**src/sv/brp_pkg.sv**
```systemverilog
// Shared types, codes and a helper function for the byte range prosody reducer.
`timescale 1ns / 1ps

package brp_pkg;

    // Request opcodes.
    localparam logic [2:0] OP_CLEAR    = 3'd0;
    localparam logic [2:0] OP_TEXT     = 3'd1;
    localparam logic [2:0] OP_WORD     = 3'd2;
    localparam logic [2:0] OP_SYLLABLE = 3'd3;
    localparam logic [2:0] OP_PHONEME  = 3'd4;

    // Result kinds.
    localparam logic [1:0] KIND_WORD     = 2'd0;
    localparam logic [1:0] KIND_SYLLABLE = 2'd1;
    localparam logic [1:0] KIND_PHONEME  = 2'd2;

    // One request item.
    typedef struct packed {
        logic [2:0]         opcode;
        logic [15:0]        byte_offset;
        logic [15:0]        byte_length;
        logic [7:0]         emphasis_in;
        logic signed [15:0] pitch_in;
        logic signed [15:0] rate_in;
        logic [15:0]        syllable_id;
    } t_req;

    // One result item.
    typedef struct packed {
        logic [1:0]         item_kind;
        logic [7:0]         emphasis_out;
        logic signed [15:0] pitch_out;
        logic signed [15:0] rate_out;
        logic               assigned;
    } t_rsp;

    // One entry of the byte map or the syllable table.
    typedef struct packed {
        logic [7:0]  emph;
        logic [15:0] pitch;
        logic [15:0] rate;
    } t_entry;

    // Commands from the controller to the datapath.
    typedef struct packed {
        logic load;
        logic sweep;
        logic walk;
        logic syl_read;
        logic emit;
    } t_cmd;

    // Status from the datapath to the controller.
    typedef struct packed {
        logic sweep_last;
        logic walk_done;
        logic out_free;
    } t_status;

    // Magnitude of a 16-bit two's complement value; the most negative value gives 32768.
    function automatic logic [16:0] mag16(input logic [15:0] v);
        logic [16:0] m;
        if (v[15]) begin
            m = 17'h10000 - {1'b0, v};
        end else begin
            m = {1'b0, v};
        end
        return m;
    endfunction

endpackage

```
**src/sv/brp_ctrl.sv**
```systemverilog
// Controller state machine that sequences sweeps, range walks and result hand-off.
`timescale 1ns / 1ps

module brp_ctrl (
    input  logic              i_clk,
    input  logic              i_rst_n,
    input  logic              i_req_valid,
    input  logic [2:0]        i_opcode,
    input  brp_pkg::t_status  i_status,
    output brp_pkg::t_cmd     o_cmd,
    output logic              o_req_stall
);

    typedef enum logic [2:0] {
        S_INIT,
        S_IDLE,
        S_CLEAR,
        S_WALK,
        S_PHON,
        S_OUT
    } t_state;

    t_state r_state;
    t_state n_state;

    // Next state.
    always_comb begin
        n_state = r_state;
        case (r_state)
            S_INIT, S_CLEAR: begin
                if (i_status.sweep_last) begin
                    n_state = S_IDLE;
                end
            end
            S_IDLE: begin
                if (i_req_valid) begin
                    case (i_opcode)
                        brp_pkg::OP_CLEAR:    n_state = S_CLEAR;
                        brp_pkg::OP_WORD:     n_state = S_WALK;
                        brp_pkg::OP_SYLLABLE: n_state = S_WALK;
                        brp_pkg::OP_PHONEME:  n_state = S_PHON;
                        default:              n_state = S_IDLE;
                    endcase
                end
            end
            S_WALK: begin
                if (i_status.walk_done) begin
                    n_state = S_OUT;
                end
            end
            S_PHON: begin
                n_state = S_OUT;
            end
            S_OUT: begin
                if (i_status.out_free) begin
                    n_state = S_IDLE;
                end
            end
            default: begin
                n_state = S_IDLE;
            end
        endcase
    end

    // State register.
    always_ff @(posedge i_clk) begin
        if (!i_rst_n) begin
            r_state <= S_INIT;
        end else begin
            r_state <= n_state;
        end
    end

    // Command decode from the current state.
    always_comb begin
        o_cmd          = '0;
        o_cmd.load     = (r_state == S_IDLE) && i_req_valid;
        o_cmd.sweep    = (r_state == S_INIT) || (r_state == S_CLEAR);
        o_cmd.walk     = (r_state == S_WALK);
        o_cmd.syl_read = (r_state == S_PHON);
        o_cmd.emit     = (r_state == S_OUT) && i_status.out_free;
    end

    assign o_req_stall = (r_state != S_IDLE);

endmodule

```
**config.mk**
```make
export PLATFORM = sky130hd
export DESIGN_NAME = brp_ctrl
export DESIGN_NICKNAME = d
export VERILOG_FILES = /design/src/sv/brp_pkg.sv /design/src/sv/brp_ctrl.sv
export SDC_FILE = /design/constraint.sdc
export NUM_CORES = 1
export LEC_CHECK = 0
export BUFFER_PORTS_ARGS = -buffer_cell sky130_fd_sc_hd__buf_4
export CORE_AREA = 5 5 42 44
export DETAILED_ROUTE_END_ITERATION = 8
export DIE_AREA = 0 0 47 49
export SLEW_MARGIN = 15
export SYNTH_ARGS = -nofsm -noshare
export SYNTH_HDL_FRONTEND = slang
export SYNTH_SLANG_ARGS = --single-unit
```
**constraint.sdc**
```tcl
create_clock -name i_clk -period 1.2 [get_ports i_clk]
set_input_delay 0.12 -clock i_clk [delete_from_list [all_inputs] [get_ports i_clk]]
set_output_delay 0.12 -clock i_clk [all_outputs]
set_load 0.1 [all_outputs]
```
==> reports/metrics.cfg <==
[yosys]
synth-edff-count=0
synth_area_per_cell_um2=9.01
syn_nets=34
netlist-cell-type-count=17
synth_top_area_share_pct=26.7
synthFlopType=dfxtp_1
netlist_instances=25
ys_top_cells_by_count=dfxtp_1 (3), nor2_1 (3)
synth-seq-cells=3
yosys-top-cells-area=dfxtp_1 (27%), mux2i_1 (8.9%), nand4b_1 (7.8%)
synth_area_um2=225
ys_warn_count=0
synthArstFlopShare_pct=0
yosys.area.top_type=dfxtp_1
seq_area_frac_synth_pct=26.7

[global_route]
first_global_vias=234
overflow=0
grt_first_pass_wirelength_um=1020
grt_max_degree=9
antenna_found_initial=0
grt.total_usage_pct=6.47

[die]
die-area_um2=2300
initial_core_util_pct=16.1
core_um2=1400
die_x_um=47
die_y_um=49
io_pins=15
rows=14

[clock_tree]
clkLatencyLatePin_ns=0.23
cts.sinks=3
ctsHoldBuffers=0
htreeDepth=1
cts_tree=built
clkTransAtPathRegs_ns=0.04
root_buffer=clkbuf_4
cts_buffers=3
clock_path_buffers=2

[worst_setup_path]
critPathMaxStageDelay_ns=0.39
timing.rr.start=r_state[2]$_SDFFE_PN0P_
path_cells=or3b_4 > buf_12
crit_arrival_ns=1.16
path_buf_inv=1
required_ns=1.08
endpoint_kind=output pin
path_max_fanout=7
r2r-end=r_state[1]$_SDFFE_PN0P_
critPathKind=register to output pin
ff2ff_setup_slack_ns=0.17
r2r_cells=4
crit_slowest_cell=or3b_4
cp-start-kind=register
crit_family=simple AND/OR/NAND/NOR gates

[min_path]
whs_endpoint=r_state[0]$_SDFFE_PN0P_
hp-class=input pin to register
hp-start=i_rst_n
worstHoldPathCells=3

[power]
pwr-share-comb_pct=38.0
total_power_uw=462
cellLeakagePower_uw=0.000242
p_switching_uw=155
peakVddDrop_mv=0.460
power_frac_seq_pct=23.6
p_clk_share_pct=38.4
power-per-cell-area_nw_per_um2=926
p_int_uw=307
swShare_pct=33.5

[timing]
drv_slew=0
min_period_ns=1.28
fin_crit_sh_pct=107
fmax_ghz=0.782
final_hold_viol_count=0
holdWs_ns=0.146
worst_pin_slew_ns=0.185
rsz0062_at_grt=true
setup_slack_ns=-0.0782
relSlewSlack_pct=87.5
setup_viol=3
tns_ns=-0.146
clock_skew_ns=0.00262

[detailed_routing]
avgViaCountPerCell=4.39
firstDrtPassIters=3
drt_wl_total_um=660
antenna_left=0
vias=281
dr.first_iter.drc_count=9
post-route-drc-count=0
wire_per_inst_um=10.3

[placed_design]
place.gp.congestion=0.667
io_buffers=14
place_worst_setup_slack_ns=0.00838
place_inst=56

[final_layout]
insertedDiodeCount=0
regMostFlops=r_state
reg_top3=r_state (3)
fin_cells=64
largest_reg_flops=3
drive_gt1_share_pct=70.8
syn2layout_area_growth_pct=122
nFillCells=147
layout.nets=58

[status]
violations=setup timing
status=finished with violations

[job]
maxCapViolCount=0

-- final cells by class --
| type | count | area, um^2 | share of cell area [%] |
|---|---|---|---|
| clock buffer | 4 | 26.3 | 5.26 |
| timing repair buffer | 21 | 215 | 43.1 |
| sequential | 3 | 68.8 | 13.8 |
| tap | 16 | 20.0 | 4.01 |
| multi-input combinational | 20 | 169 | 33.8 |
-- power by group through the flow --
stage / Sequential, uW / Combinational (uW) / Clock (uW)
6_report: 109 / 176 / 178
4_1_cts: 110 / 172 / 190
2_1_floorplan: 108 / 105 / 0
3_3_place_gp: 113 / 144 / 0
3_5_place_dp: 114 / 144 / 0
5_1_grt: 110 / 183 / 193
-- worst reg2reg max path, stage by stage (launching register included) --
cell and delay (ns):
dfxtp_2 0.34, and4bb_4 0.37, buf_4 0.12, nand4b_1 0.08, nand2_1 0.07
-- layout by cell type, fill, tap and decap left out, drive strengths merged --
cell    count
buf        21
clkbuf      4
dfxtp       3
nor2        3
nand2b      2
mux2i       2
a21oi       2
nand4b      2
or3b        1
and3b       1
and4bb      1
and4b       1
nor3b       1
a211o       1
o211a       1
o31ai       1
nand2       1
-- through the flow --
stage	cell area, um^2	utilization (%)
6_report	499	35.6
5_1_grt	499	35.6
2_1_floorplan	248	-
3_3_place_gp	377	26.9
4_1_cts	492	35.1
3_5_place_dp	377	26.9
-- worst max path at each step --
stage	slack, ns	depth (start not counted)	start	end
5_1_grt	-0.11	2	r_state[0]$_SDFFE_PN0P_	o_req_stall
6_report	-0.08	2	r_state[0]$_SDFFE_PN0P_	o_req_stall
3_3_place_gp	0.03	2	r_state[0]$_SDFFE_PN0P_	o_req_stall
3_5_place_dp	0.008	2	r_state[0]$_SDFFE_PN0P_	o_req_stall
2_1_floorplan	-0.16	2	r_state[0]$_SDFFE_PN0P_	o_cmd[3]
4_1_cts	-0.10	2	r_state[0]$_SDFFE_PN0P_	o_req_stall
-- logic make-up after synthesis --
family | Yosys count | synth area share, %
AO/OA/AOI/OAI | 5 | 16.7
buffers and inverters | 2 | 5.55
multiplexers | 2 | 8.89
AND/OR/NAND/NOR | 13 | 42.2
flip-flops | 3 | 26.7
-- what timing repair did --
action / CTS / global route
endpoints found under the setup margin: 5 / 5
pin swaps: 2 / 0
buffers inserted: 3 / 1
cloned: 0 / 0
gates resized for setup: 19 / 0
-- layer usage --
| layer | track usage (%) | share of wire, % | vias up |
|---|---|---|---|
| li1 | - | - | 140 |
| met1 | 8.32 | 43 | 130 |
| met2 | 7.47 | 46 | 11 |
| met3 | 3.32 | 10 | 0 |
| met4 | 5.53 | 0 | 0 |
| met5 | 0 | 0 | - |
(Power assumes the default switching activity.)
